$ cat src/sv/tpjq_pkg.sv
// ---------------------------------------------------------------------------
// tpjq_pkg
// Types, codes and bus widths shared by the job queue modules.
// ---------------------------------------------------------------------------
package tpjq_pkg;

  // Stream widths
  localparam int TDATA_W = 40;
  localparam int ID_W    = 16;
  localparam int PAGES_W = 16;
  localparam int JOB_W   = ID_W + PAGES_W + 1;

  // Command codes (s_tuser)
  localparam logic [1:0] CMD_ADD    = 2'd0;
  localparam logic [1:0] CMD_PROC   = 2'd1;
  localparam logic [1:0] CMD_CANCEL = 2'd2;
  localparam logic [1:0] CMD_LIST   = 2'd3;

  // Result status codes (m_tuser)
  localparam logic [1:0] ST_OK   = 2'd0;
  localparam logic [1:0] ST_NONE = 2'd1;
  localparam logic [1:0] ST_FULL = 2'd2;

  // Read address select
  localparam logic [1:0] RD_IDX  = 2'd0;
  localparam logic [1:0] RD_IDX1 = 2'd1;
  localparam logic [1:0] RD_IDX2 = 2'd2;
  localparam logic [1:0] RD_LIST = 2'd3;

  // Result source select
  localparam logic [1:0] SRC_NONE  = 2'd0;
  localparam logic [1:0] SRC_INPUT = 2'd1;
  localparam logic [1:0] SRC_RD    = 2'd2;
  localparam logic [1:0] SRC_FOUND = 2'd3;

  // One stored job, id in the low bits
  typedef struct packed {
    logic               urgent;
    logic [PAGES_W-1:0] pages;
    logic [ID_W-1:0]    id;
  } job_t;

  // Controller to datapath
  typedef struct packed {
    logic       latch_in;
    logic       idx_clr;
    logic       idx_inc;
    logic       rd_en;
    logic [1:0] rd_sel;
    logic       add_write;
    logic       shift_write;
    logic       pop_head;
    logic       dec_count;
    logic       found_save;
    logic       emit;
    logic [1:0] emit_src;
    logic       emit_last;
  } tpjq_cmd_t;

  // Datapath to controller
  typedef struct packed {
    logic [1:0] cmd;
    logic       count_zero;
    logic       full;
    logic       match;
    logic       last_idx;
    logic       last2;
    logic       out_free;
  } tpjq_sts_t;

endpackage

$ cat src/sv/two_priority_job_queue.sv
// ---------------------------------------------------------------------------
// two_priority_job_queue
// Bounded job queue: urgent adds at head, normal adds at tail, process,
// cancel by id and list.
// ---------------------------------------------------------------------------
// Usage:
//   Commands arrive as beats on the s_ group, cmd in s_tuser. Results leave
//   on the m_ group with status in m_tuser and m_tlast on the final result
//   of a command. A successful add gives no result.
//   s_tready is high only while the sequencer is idle, so one command is in
//   work at a time. A cancel on a non-empty queue walks the jobs from the
//   head; the search stops at the first match, then the close-up moves each
//   entry behind it one per cycle over the single memory write port. A list
//   does one memory read, then the output load, for each job.
//   A result appears on m_tvalid the cycle after it is loaded. Jobs live in
//   a ring buffer with one write and one registered read port.
//   Reset empties the queue and drops any result not yet taken; memory
//   contents are not cleared. When the receiver stalls, the result waits in
//   the output register and the sequencer holds until it is taken.
// ---------------------------------------------------------------------------
module two_priority_job_queue #(
  parameter int QUEUE_DEPTH = 16
) (
  input  logic        clk,
  input  logic        rst,
  input  logic        s_tvalid,
  output logic        s_tready,
  // job_id[15:0], job_pages[31:16], job_urgent[32], list_reverse[33]
  input  logic [39:0] s_tdata,
  // cmd[1:0]
  input  logic [1:0]  s_tuser,
  output logic        m_tvalid,
  input  logic        m_tready,
  // out_id[15:0], out_pages[31:16], out_urgent[32]
  output logic [39:0] m_tdata,
  // status[1:0]
  output logic [1:0]  m_tuser,
  output logic        m_tlast
);

  tpjq_pkg::tpjq_cmd_t cmd;
  tpjq_pkg::tpjq_sts_t sts;

  tpjq_ctrl u_ctrl (
    .clk      (clk),
    .rst      (rst),
    .s_tvalid (s_tvalid),
    .s_tready (s_tready),
    .sts      (sts),
    .cmd      (cmd)
  );

  tpjq_dpath #(
    .QUEUE_DEPTH (QUEUE_DEPTH)
  ) u_dpath (
    .clk      (clk),
    .rst      (rst),
    .s_tdata  (s_tdata),
    .s_tuser  (s_tuser),
    .cmd      (cmd),
    .sts      (sts),
    .m_tvalid (m_tvalid),
    .m_tready (m_tready),
    .m_tdata  (m_tdata),
    .m_tuser  (m_tuser),
    .m_tlast  (m_tlast)
  );

endmodule

$ cat src/sv/tpjq_dpath.sv
// ---------------------------------------------------------------------------
// tpjq_dpath
// Job ring buffer, head/count/index registers and the output beat register.
// ---------------------------------------------------------------------------
module tpjq_dpath #(
  parameter int QUEUE_DEPTH = 16
) (
  input  logic                      clk,
  input  logic                      rst,
  input  logic [tpjq_pkg::TDATA_W-1:0] s_tdata,
  input  logic [1:0]                s_tuser,
  input  tpjq_pkg::tpjq_cmd_t       cmd,
  output tpjq_pkg::tpjq_sts_t       sts,
  output logic                      m_tvalid,
  input  logic                      m_tready,
  output logic [tpjq_pkg::TDATA_W-1:0] m_tdata,
  output logic [1:0]                m_tuser,
  output logic                      m_tlast
);

  localparam int PW = $clog2(QUEUE_DEPTH);
  localparam int CW = $clog2(QUEUE_DEPTH + 1);
  localparam int SW = CW + 1;
  localparam logic [SW-1:0] DEPTH_S  = SW'(QUEUE_DEPTH);
  localparam logic [CW-1:0] DEPTH_C  = CW'(QUEUE_DEPTH);
  localparam logic [PW-1:0] LAST_PTR = PW'(QUEUE_DEPTH - 1);

  tpjq_pkg::job_t mem [QUEUE_DEPTH];
  tpjq_pkg::job_t rd_data;
  tpjq_pkg::job_t req;
  tpjq_pkg::job_t found;
  tpjq_pkg::job_t wr_data;
  tpjq_pkg::job_t out_job;
  logic [1:0]     req_cmd;
  logic           req_rev;
  logic [PW-1:0]  head;
  logic [CW-1:0]  count;
  logic [CW-1:0]  idx;
  logic [PW-1:0]  head_dec;
  logic [PW-1:0]  rd_addr;
  logic [PW-1:0]  wr_addr;
  logic           wr_en;
  logic [SW-1:0]  rd_off;
  logic [SW-1:0]  head_s;
  logic [SW-1:0]  idx_s;
  logic [SW-1:0]  count_s;
  logic [CW-1:0]  list_src;
  logic           out_valid;
  logic [1:0]     out_status;
  logic           out_last;
  logic           out_free;

  // Logical offset from head to ring slot; sum stays below twice the depth
  function automatic logic [PW-1:0] wrap(input logic [SW-1:0] sum);
    if (sum >= DEPTH_S) begin
      wrap = PW'(sum - DEPTH_S);
    end else begin
      wrap = PW'(sum);
    end
  endfunction

  assign head_s   = SW'(head);
  assign idx_s    = SW'(idx);
  assign count_s  = SW'(count);
  assign head_dec = (head == '0) ? LAST_PTR : head - PW'(1);
  assign list_src = req_rev ? (count - CW'(1) - idx) : idx;

  // Read address
  always_comb begin
    case (cmd.rd_sel)
      tpjq_pkg::RD_IDX:  rd_off = idx_s;
      tpjq_pkg::RD_IDX1: rd_off = idx_s + SW'(1);
      tpjq_pkg::RD_IDX2: rd_off = idx_s + SW'(2);
      tpjq_pkg::RD_LIST: rd_off = SW'(list_src);
      default:           rd_off = idx_s;
    endcase
  end
  assign rd_addr = wrap(head_s + rd_off);

  // Write port: add at head or tail, or move one entry toward the head
  always_comb begin
    wr_en   = cmd.add_write | cmd.shift_write;
    wr_data = rd_data;
    wr_addr = wrap(head_s + idx_s);
    if (cmd.add_write) begin
      wr_data = req;
      wr_addr = req.urgent ? head_dec : wrap(head_s + count_s);
    end
  end

  // Job memory, registered read
  always_ff @(posedge clk) begin
    if (wr_en) begin
      mem[wr_addr] <= wr_data;
    end
    if (cmd.rd_en) begin
      rd_data <= mem[rd_addr];
    end
  end

  // Queue pointers
  always_ff @(posedge clk) begin
    if (rst) begin
      head  <= '0;
      count <= '0;
      idx   <= '0;
    end else begin
      if (cmd.add_write) begin
        if (req.urgent) begin
          head <= head_dec;
        end
        count <= count + CW'(1);
      end
      if (cmd.pop_head) begin
        head  <= wrap(head_s + SW'(1));
        count <= count - CW'(1);
      end
      if (cmd.dec_count) begin
        count <= count - CW'(1);
      end
      if (cmd.idx_clr) begin
        idx <= '0;
      end else if (cmd.idx_inc) begin
        idx <= idx + CW'(1);
      end
    end
  end

  // Request and cancel capture
  always_ff @(posedge clk) begin
    if (cmd.latch_in) begin
      req     <= tpjq_pkg::job_t'(s_tdata[tpjq_pkg::JOB_W-1:0]);
      req_rev <= s_tdata[tpjq_pkg::JOB_W];
      req_cmd <= s_tuser;
    end
    if (cmd.found_save) begin
      found <= rd_data;
    end
  end

  // Output beat register
  assign out_free = !out_valid || m_tready;

  always_ff @(posedge clk) begin
    if (rst) begin
      out_valid <= 1'b0;
    end else if (cmd.emit) begin
      out_valid <= 1'b1;
    end else if (m_tready) begin
      out_valid <= 1'b0;
    end
  end

  always_ff @(posedge clk) begin
    if (cmd.emit) begin
      out_last <= cmd.emit_last;
      case (cmd.emit_src)
        tpjq_pkg::SRC_INPUT: begin
          out_job    <= req;
          out_status <= tpjq_pkg::ST_FULL;
        end
        tpjq_pkg::SRC_RD: begin
          out_job    <= rd_data;
          out_status <= tpjq_pkg::ST_OK;
        end
        tpjq_pkg::SRC_FOUND: begin
          out_job    <= found;
          out_status <= tpjq_pkg::ST_OK;
        end
        default: begin
          out_job    <= '0;
          out_status <= tpjq_pkg::ST_NONE;
        end
      endcase
    end
  end

  assign m_tvalid = out_valid;
  assign m_tdata  = {{(tpjq_pkg::TDATA_W - tpjq_pkg::JOB_W){1'b0}}, out_job};
  assign m_tuser  = out_status;
  assign m_tlast  = out_last;

  // Status to controller
  assign sts.cmd        = req_cmd;
  assign sts.count_zero = (count == '0);
  assign sts.full       = (count == DEPTH_C);
  assign sts.match      = (rd_data.id == req.id);
  assign sts.last_idx   = ((idx_s + SW'(1)) == count_s);
  assign sts.last2      = ((idx_s + SW'(2)) == count_s);
  assign sts.out_free   = out_free;

endmodule

$ cat src/sv/tpjq_ctrl.sv
// ---------------------------------------------------------------------------
// tpjq_ctrl
// Command sequencer: dispatch, cancel search and close-up, list walk.
// ---------------------------------------------------------------------------
module tpjq_ctrl (
  input  logic                clk,
  input  logic                rst,
  input  logic                s_tvalid,
  output logic                s_tready,
  input  tpjq_pkg::tpjq_sts_t sts,
  output tpjq_pkg::tpjq_cmd_t cmd
);

  localparam logic [3:0] S_IDLE    = 4'd0;
  localparam logic [3:0] S_DISP    = 4'd1;
  localparam logic [3:0] S_NONE    = 4'd2;
  localparam logic [3:0] S_FULL    = 4'd3;
  localparam logic [3:0] S_P_EMIT  = 4'd4;
  localparam logic [3:0] S_C_CMP   = 4'd5;
  localparam logic [3:0] S_C_SHIFT = 4'd6;
  localparam logic [3:0] S_C_EMIT  = 4'd7;
  localparam logic [3:0] S_L_RD    = 4'd8;
  localparam logic [3:0] S_L_EMIT  = 4'd9;

  logic [3:0] state;
  logic [3:0] state_next;

  always_ff @(posedge clk) begin
    if (rst) begin
      state <= S_IDLE;
    end else begin
      state <= state_next;
    end
  end

  // Next state and commands
  always_comb begin
    cmd           = '0;
    cmd.emit_last = 1'b1;
    s_tready      = 1'b0;
    state_next    = state;
    case (state)
      S_IDLE: begin
        s_tready = 1'b1;
        if (s_tvalid) begin
          cmd.latch_in = 1'b1;
          cmd.idx_clr  = 1'b1;
          state_next   = S_DISP;
        end
      end
      S_DISP: begin
        case (sts.cmd)
          tpjq_pkg::CMD_ADD: begin
            if (sts.full) begin
              state_next = S_FULL;
            end else begin
              cmd.add_write = 1'b1;
              state_next    = S_IDLE;
            end
          end
          tpjq_pkg::CMD_PROC: begin
            if (sts.count_zero) begin
              state_next = S_NONE;
            end else begin
              cmd.rd_en  = 1'b1;
              cmd.rd_sel = tpjq_pkg::RD_IDX;
              state_next = S_P_EMIT;
            end
          end
          tpjq_pkg::CMD_CANCEL: begin
            if (sts.count_zero) begin
              state_next = S_NONE;
            end else begin
              cmd.rd_en  = 1'b1;
              cmd.rd_sel = tpjq_pkg::RD_IDX;
              state_next = S_C_CMP;
            end
          end
          default: begin
            state_next = sts.count_zero ? S_NONE : S_L_RD;
          end
        endcase
      end
      S_NONE: begin
        if (sts.out_free) begin
          cmd.emit     = 1'b1;
          cmd.emit_src = tpjq_pkg::SRC_NONE;
          state_next   = S_IDLE;
        end
      end
      S_FULL: begin
        if (sts.out_free) begin
          cmd.emit     = 1'b1;
          cmd.emit_src = tpjq_pkg::SRC_INPUT;
          state_next   = S_IDLE;
        end
      end
      S_P_EMIT: begin
        if (sts.out_free) begin
          cmd.emit     = 1'b1;
          cmd.emit_src = tpjq_pkg::SRC_RD;
          cmd.pop_head = 1'b1;
          state_next   = S_IDLE;
        end
      end
      // One entry compared per cycle, next read issued alongside
      S_C_CMP: begin
        if (sts.match) begin
          cmd.found_save = 1'b1;
          if (sts.last_idx) begin
            cmd.dec_count = 1'b1;
            state_next    = S_C_EMIT;
          end else begin
            cmd.rd_en  = 1'b1;
            cmd.rd_sel = tpjq_pkg::RD_IDX1;
            state_next = S_C_SHIFT;
          end
        end else begin
          cmd.idx_inc = 1'b1;
          if (sts.last_idx) begin
            state_next = S_NONE;
          end else begin
            cmd.rd_en  = 1'b1;
            cmd.rd_sel = tpjq_pkg::RD_IDX1;
          end
        end
      end
      // Close the gap: entry idx+1 moves to idx, one per cycle
      S_C_SHIFT: begin
        cmd.shift_write = 1'b1;
        cmd.idx_inc     = 1'b1;
        if (sts.last2) begin
          cmd.dec_count = 1'b1;
          state_next    = S_C_EMIT;
        end else begin
          cmd.rd_en  = 1'b1;
          cmd.rd_sel = tpjq_pkg::RD_IDX2;
        end
      end
      S_C_EMIT: begin
        if (sts.out_free) begin
          cmd.emit     = 1'b1;
          cmd.emit_src = tpjq_pkg::SRC_FOUND;
          state_next   = S_IDLE;
        end
      end
      S_L_RD: begin
        cmd.rd_en  = 1'b1;
        cmd.rd_sel = tpjq_pkg::RD_LIST;
        state_next = S_L_EMIT;
      end
      S_L_EMIT: begin
        if (sts.out_free) begin
          cmd.emit      = 1'b1;
          cmd.emit_src  = tpjq_pkg::SRC_RD;
          cmd.emit_last = sts.last_idx;
          cmd.idx_inc   = 1'b1;
          state_next    = sts.last_idx ? S_IDLE : S_L_RD;
        end
      end
      default: begin
        state_next = S_IDLE;
      end
    endcase
  end

endmodule

$ cat config.mk
export PLATFORM = sky130hd
export DESIGN_NAME = two_priority_job_queue
export DESIGN_NICKNAME = d
export VERILOG_FILES = /design/src/sv/tpjq_pkg.sv /design/src/sv/two_priority_job_queue.sv /design/src/sv/tpjq_dpath.sv /design/src/sv/tpjq_ctrl.sv
export SDC_FILE = /design/constraint.sdc
export NUM_CORES = 1
export LEC_CHECK = 0
export BUFFER_PORTS_ARGS = -buffer_cell sky130_fd_sc_hd__buf_2
export CORE_UTILIZATION = 55
export DETAILED_ROUTE_END_ITERATION = 7
export GPL_ROUTABILITY_DRIVEN = 0
export PLACE_DENSITY = 0.83
export REMOVE_ABC_BUFFERS = 1
export SETUP_SLACK_MARGIN = 0.1
export SLEW_MARGIN = 20
export SYNTH_ARGS = -nofsm -noshare
export SYNTH_HDL_FRONTEND = slang
export SYNTH_SLANG_ARGS = --single-unit
export TNS_END_PERCENT = 5
$ cat constraint.sdc
create_clock -name clk -period 7.2 [get_ports clk]
set_clock_uncertainty 0.2 [all_clocks]
set_input_delay 0.72 -clock clk [delete_from_list [all_inputs] [get_ports clk]]
set_output_delay 0.72 -clock clk [all_outputs]
set_load 0.02 [all_outputs]
## After elaboration in Yosys (flattened, before gate mapping)

Memories as Yosys holds them, arrays and structs flattened. A register that Yosys moved wholly into a read port is not among the register bits.
Index checks and enable logic that the tools add are counted.

| word-level totals | value |
|---|---|
| logic and storage cells | 146 |
| memories kept | 1 |
| register bits after elaboration | 124 |
| output and inout port bits | 45 |
| input port bits | 46 |
| bits in writable memories | 528 |

Memories:

| name | depth | bits a word | rd ports | clocked after memory_dff | wr ports | RTL line | source |
|---|---|---|---|---|---|---|---|
| u_dpath.mem | 16 | 33 | 1 | 1 | 1 | tpjq_dpath.sv:28 | `tpjq_pkg::job_t mem [QUEUE_DEPTH];` |

| operators by class | value |
|---|---|
| add/subtract/negate cells | 15 |
| reductions and logical operators | 18 |
| bitwise operators | 1 |
| equal/unequal tests | 26 |
| magnitude comparators | 4 |
| multiplexer cells | 63 |

Operator list:

| cell | number |
|---|---|
| $pmux W33 S3 | 1 |
| $mux W4 | 19 |
| $mux W33 | 1 |
| $mux W3 | 10 |
| $pmux W4 S7 | 1 |
| $pmux W6 S4 | 1 |
| $mux W5 | 4 |
| $sub A4 B1 Y4 const B | 5 |
| $ge A6 B5 Y1 const B | 3 |
| $eq A16 B16 Y1 | 1 |
| $eq A4 B3 Y1 const B | 4 |
| $mux W1 | 16 |
| $pmux W3 S5 | 1 |
| $add A4 B5 Y6 | 2 |
| $eq A6 B5 Y1 | 2 |
| $pmux W3 S4 | 1 |
| $pmux W4 S3 | 1 |
| $add A5 B1 Y5 const B | 2 |
| $eq A2 B2 Y1 const B | 5 |
| $eq A4 B2 Y1 const B | 2 |
| $eq A4 B4 Y1 const B | 2 |
| $logic_not A4 Y1 | 2 |
| $mux W2 | 4 |
| $add A4 B6 Y6 | 1 |
| other kinds (26) | 36 |

## Logic depth before layout (Yosys ltp)

| depth | value |
|---|---|
| word-level depth | 9 |
| gate-level depth with buffers | 18 |

## Hierarchy

From an unflattened synthesis, not the netlist that was laid out.

| unflattened totals | value |
|---|---|
| cells, all modules | 1509 |
| area, all modules | 28003.1 um2 |

By module, submodules not included:

| module | cells each | instances | area each (um2) |
|---|---|---|---|
| tpjq_dpath | 1420 | 1 | 27337.5 |
| tpjq_ctrl | 89 | 1 | 665.6 |

## Worst setup path after synthesis

OpenSTA, ideal clock, no wires.

| timing path | value |
|---|---|
| kind | reg-to-reg |
| start | register u_dpath.count[1] |
| end | memory u_dpath.mem[10][0] in the netlist's numbering, enable pin |
| library setup time | 0.464 ns |
| setup slack | 2.181 ns |
| cell stages (with the launch flop) | 10 |
| period minus slack after synthesis | 5.019 ns |
| data arrival time | 4.355 ns |
| required time | 6.536 ns |
| cell sequence | dfxtp_1 > clkbuf_1 > inv_1 > ha_1 > nor3b_1 > a2111oi_0 > nand2_1 > o21ai_0 > nand2_1 > nor3_1 |

| on the way | value |
|---|---|
| longest elaborated chain between the ends | 7 |

Ends and longest elaborated chain:

| item | RTL line | source |
|---|---|---|
| start, declared | tpjq_dpath.sv:37 | `logic [CW-1:0] count;` |
| start signal, assigned | tpjq_dpath.sv:112 | `count <= count + CW'(1);` |
| start signal, assigned | tpjq_dpath.sv:116 | `count <= count - CW'(1);` |
| start signal, assigned | tpjq_dpath.sv:119 | `count <= count - CW'(1);` |
| parallel branches: the longest is 7 deep, another holds $add A4 B5 Y6 | -- |  |
| end, declared | tpjq_dpath.sv:28 |  |

Parallel ways; which one is timed is not known.

## Worst setup path in the final report

| timing path | value |
|---|---|
| start | register u_dpath.idx[0] |
| end | register u_dpath.rd_data[12] (netlist name) |

| on the way | value |
|---|---|
| longest elaborated chain between the ends | 9 |

Ends and longest elaborated chain:

| item | RTL line | source |
|---|---|---|
| start, declared | tpjq_dpath.sv:38 | `logic [CW-1:0] idx;` |
| start signal, assigned | tpjq_dpath.sv:124 | `idx <= idx + CW'(1);` |
| $add A5 B1 Y6 / $add A5 B2 Y6 (equally long branches) | -- |  |
| $eq A6 B5 Y1, on equally long branches | tpjq_dpath.sv:188, tpjq_dpath.sv:189 |  |
| $mux W3, on equally long branches | tpjq_ctrl.sv:110, tpjq_ctrl.sv:120, tpjq_ctrl.sv:132 |  |
| $pmux W3 S4 | tpjq_ctrl.sv:42 | `case (state)` |
| $eq A2 B2 Y1, or another cell as far along | tpjq_dpath.sv:70 | `case (cmd.rd_sel)` |
| $pmux W6 S4 | tpjq_dpath.sv:70 |  |
| $add A4 B6 Y6 | tpjq_dpath.sv:78 | `assign rd_addr = wrap(head_s + rd_off);` |
| $ge A6 B5 Y1 / $sub A4 B1 Y4 (equally long branches) | tpjq_dpath.sv:55, tpjq_dpath.sv:56 |  |
| $mux W4 | tpjq_dpath.sv:55 | `if (sum >= DEPTH_S) begin` |

Parallel ways exist; a longest one is shown, timed or not.
A chain may end at the register's enable or synchronous reset.

==> results.rst <==
.. list-table::
   :header-rows: 1

   * - Metric
     - Value
   * - Result of the run
     - complete, no violations
   * - Delay of the slowest cell on the worst path
     - 1.34 ns
   * - Cell count after placement
     - 2198
   * - Post-detailed-route wirelength per cell
     - 28.3 µm
   * - Post-synth top flop
     - edfxtp_1
   * - Arithmetic-cell share of the synthesized area counting full adders, half adders and majority gates
     - 0.0128
   * - Post-CTS repair timing setup buffer count
     - 0
   * - Crit path max-delay cell type
     - fa_4
   * - DR WL met2
     - 32.4 mm
   * - Amount of wire on met3 after detailed routing
     - 6.85 mm
   * - Fraction of the mapped netlist area in compound gates
     - 0.0323
   * - Total length of routed wires
     - 65.7 mm
   * - Number of CTS-inserted buffers
     - 69
   * - Antenna diodes
     - 0
   * - Met1 WL
     - 24.4 mm
   * - PD cells
     - 382 nW/µm²
   * - Number of max-slew violations in the final report
     - 0
   * - Dominant combinational cell family by area after synthesis
     - multiplexers
   * - Width of the die
     - 227 µm
   * - Worst IR drop on VDD
     - 0.000211 V
   * - Detailed Routing Iterations Pass 1
     - 6
   * - Yosys cell types
     - 70
   * - Post-synthesis cell area
     - 27800 µm²
   * - Maximum number of pins on one net before global-route repair
     - 57
   * - RSZ-0062 raised after global routing
     - false
   * - Initial Utilization
     - 0.563
   * - All-layer global routing usage
     - 0.262
   * - Endpoint kind of the worst setup timing path
     - register
   * - # rows
     - 81
   * - Timing-limited maximum frequency
     - 168 MHz
   * - Violation count after the first detailed-routing iteration
     - 2271
   * - Avg Inst Size Synth
     - 18.6 µm²
   * - Insertion delay of the later-clocked pin in the worst-skew pair
     - 0.61 ns
   * - Biggest fanout along the worst timing path
     - 50
   * - Core Box Area
     - 49400 µm²
   * - Vias/cell
     - 6.44
   * - Area share of xor/xnor cells in the synthesized design
     - 0.0148
   * - Maximum buffer depth of the clock tree
     - 3
   * - CTS H-tree depth
     - 3
   * - Critical Path RT
     - 7.34 ns
   * - Yosys top cell area share
     - 0.720
   * - Clock tree from TritonCTS
     - built
   * - Die height
     - 227 µm
   * - Minimum period implied by the final worst setup slack
     - 5.94 ns
   * - Initial antenna violation count
     - 0
   * - Part of the cycle the worst path needs
     - 0.825
   * - Total number of vias
     - 15000
   * - Die Footprint
     - 51400 µm²
   * - Post-synth top cells
     - edfxtp_1 (666), mux4_2 (132), nand2_1 (128)
   * - Root Driver
     - clkbuf_16
   * - Ranking of synthesized cells by area
     - edfxtp_1 (72%), mux4_2 (11%), mux2i_1 (3.7%)
   * - Proportion of synthesized chip area in sequential cells
     - 0.734
   * - Worst relative slew slack
     - 0.247
   * - Number of nets at the end of the flow
     - 1678
   * - Drt drc
     - 0
   * - Final count of hold timing violations
     - 0
   * - Worst Path Class, Setup
     - reg -> reg
   * - Layout-stage area growth over the synthesis result
     - 13.0%
   * - Top routing layer in use
     - met4
   * - Share of cells above drive strength 1
     - 0.229
   * - Final setup violation count
     - 0
   * - Mux cell area share after synthesis
     - 0.144
   * - Total global routing overflow
     - 0
   * - First-pass GRT wire length
     - 96.3 mm
   * - Clock slew at reported path FFs
     - 0.06 ns
   * - Launching element type of the critical path
     - register
   * - Reported leakage power
     - 0.0111 µW
   * - Count of clock tree sinks
     - 685
   * - Endpoint arrival time on the critical path
     - 6.08 ns
   * - Antenna-violating nets left
     - 0
   * - Least-Margin Pin Slew
     - 1.13 ns
   * - Post-synthesis share of cell area spent on and, or, nand and nor gates
     - 0.0412
   * - Max-cap violations
     - 0
   * - Hold WC Path Type
     - in -> reg
   * - Hold Buf Count CTS
     - 0
   * - Cells traversed along the worst timing path
     - ha_1 -> nand3b_1 -> a221o_1 -> a2111oi_2 -> nor2_1 -> nor2_1 -> o21ai_0 -> o221ai_1 -> ha_4 -> inv_1 -> fa_4 -> buf_12 -> mux4_2 -> mux2i_1 -> mux2i_1
   * - Gate count after technology mapping
     - 1492
   * - Ys Warns
     - 0
   * - Count of placed standard cells in the final layout, fillers left out
     - 2325
   * - Cts repair resizes
     - 0
   * - FILL cells
     - 3203
   * - Number of global-route vias before repair
     - 15000
   * - Register bit total from synthesis
     - 685
   * - Total power consumption of the routed design
     - 12000 µW
   * - Number of placed I/O pins
     - 91
   * - Placed wire-length estimate
     - 34.9 mm
   * - Port buffer count
     - 77
   * - Post-synth EDFFs
     - 666
   * - Async set-reset flop share out of synthesis
     - 0
   * - Most area-hungry cell type in the Yosys netlist
     - edfxtp_1
   * - Most instantiated library cell after synthesis
     - edfxtp_1
==> placed cells by master (no fill, tap or decap), types with 4 or more instances in the layout <==
cell type,count
bufinv_16,5
clkbuf_16,69
buf_4,34
inv_1,49
a222oi_1,29
clkinv_8,4
nand4_1,7
xnor2_1,18
o21ai_0,20
clkbuf_1,14
a21boi_0,4
nor2b_1,8
conb_1,7
ha_1,21
mux2i_1,104
clkinv_2,8
nand2b_1,8
mux4_2,132
a21oi_1,25
nor2_1,30
buf_12,5
nor4_1,5
nor2_4,11
edfxtp_1,666
clkinvlp_4,4
buf_2,77
nor3_2,7
nand3_1,7
nor3_1,16
a21o_1,4
dfxtp_1,19
and3_1,5
nand2_1,126
xor2_1,23
clkinv_1,17
==> worst paths after layout <==
path                                            end  slack [ns]                start  depth (start not counted)
worst max register to register  u_dpath.rd_data[12]        1.26       u_dpath.idx[0]                         15
worst min-delay path                u_dpath.req_rev        0.08          s_tdata[33]                          1
worst min register to register    u_dpath.found[31]        0.29  u_dpath.rd_data[31]                          0
worst max-delay path            u_dpath.rd_data[12]        1.26       u_dpath.idx[0]                         15
==> where the power goes <==
group	internal [µW]	total, µW	switching [µW]
Combinational	1270	3120	1850
Clock	1970	3490	1530
Sequential	5140	5370	227
Total	8370	12000	3610
==> per-layer routing <==
metal / track usage / up-vias
met3: 0.0492 / 144
met5: 0 / -
li1: - / 6183
met4: 0.102 / 0
met1: 0.355 / 7622
met2: 0.424 / 1017
==> sequential cells by signal (all words and copies together) (netlist names) <==
name	cells
u_ctrl.state	4
u_dpath.count	5
u_dpath.found	33
u_dpath.head	4
u_dpath.idx	5
u_dpath.m_tdata	33
u_dpath.m_tlast	1
u_dpath.m_tuser	2
u_dpath.m_tvalid	1
u_dpath.mem	528
u_dpath.rd_data	33
u_dpath.req	33
u_dpath.req_cmd	2
u_dpath.req_rev	1
==> cell type report <==
class / instances / area, µm² / area share
timing repair buffer: 117 / 768 / 0.0245
clock buffer: 83 / 1780 / 0.0567
clock inverter: 43 / 404 / 0.0129
tap: 664 / 831 / 0.0265
inverter: 49 / 184 / 0.00586
multi-input combinational: 684 / 7040 / 0.224
sequential: 685 / 20400 / 0.649
==> worst max-delay path: cells and delay by family, from the launching register on <==
| kind | cells | cell delay [ns] |
|---|---|---|
| adder cells (fa/ha/maj) | 3 | 1.91 |
| flip-flops | 1 | 0.56 |
| multiplexers | 3 | 0.68 |
| buffers and inverters | 2 | 0.43 |
| AO/OA/AOI/OAI | 4 | 1.25 |
| AND/OR/NAND/NOR | 3 | 0.54 |
==> cell families (layout without fill, tap and decap cells) <==
kind of cell / count (synthesis) / after routing
flops: 685 / 685
mux: 236 / 236
other cells: 1 / 7
compound gates: 118 / 118
buf+inv: 129 / 292
fa+ha+maj: 26 / 26
simple gates: 253 / 253
xor+xnor: 44 / 44
==> stage by stage <==
stage | TNS (ns) | area [µm²] | hold WS [ns] | utilization | setup WS (ns)
floorplan | -382.09 | 27400 | 0.249 | - | -1.76
global placement | 0 | 29200 | 0.267 | 0.591 | 1.54
detailed placement | 0 | 29200 | 0.276 | 0.591 | 1.38
CTS | 0 | 31400 | 0.0552 | 0.635 | 1.36
global route | 0 | 31400 | 0.0709 | 0.636 | 1.04
finish | 0 | 31400 | 0.0773 | 0.636 | 1.26
(Power assumes the default switching activity.)
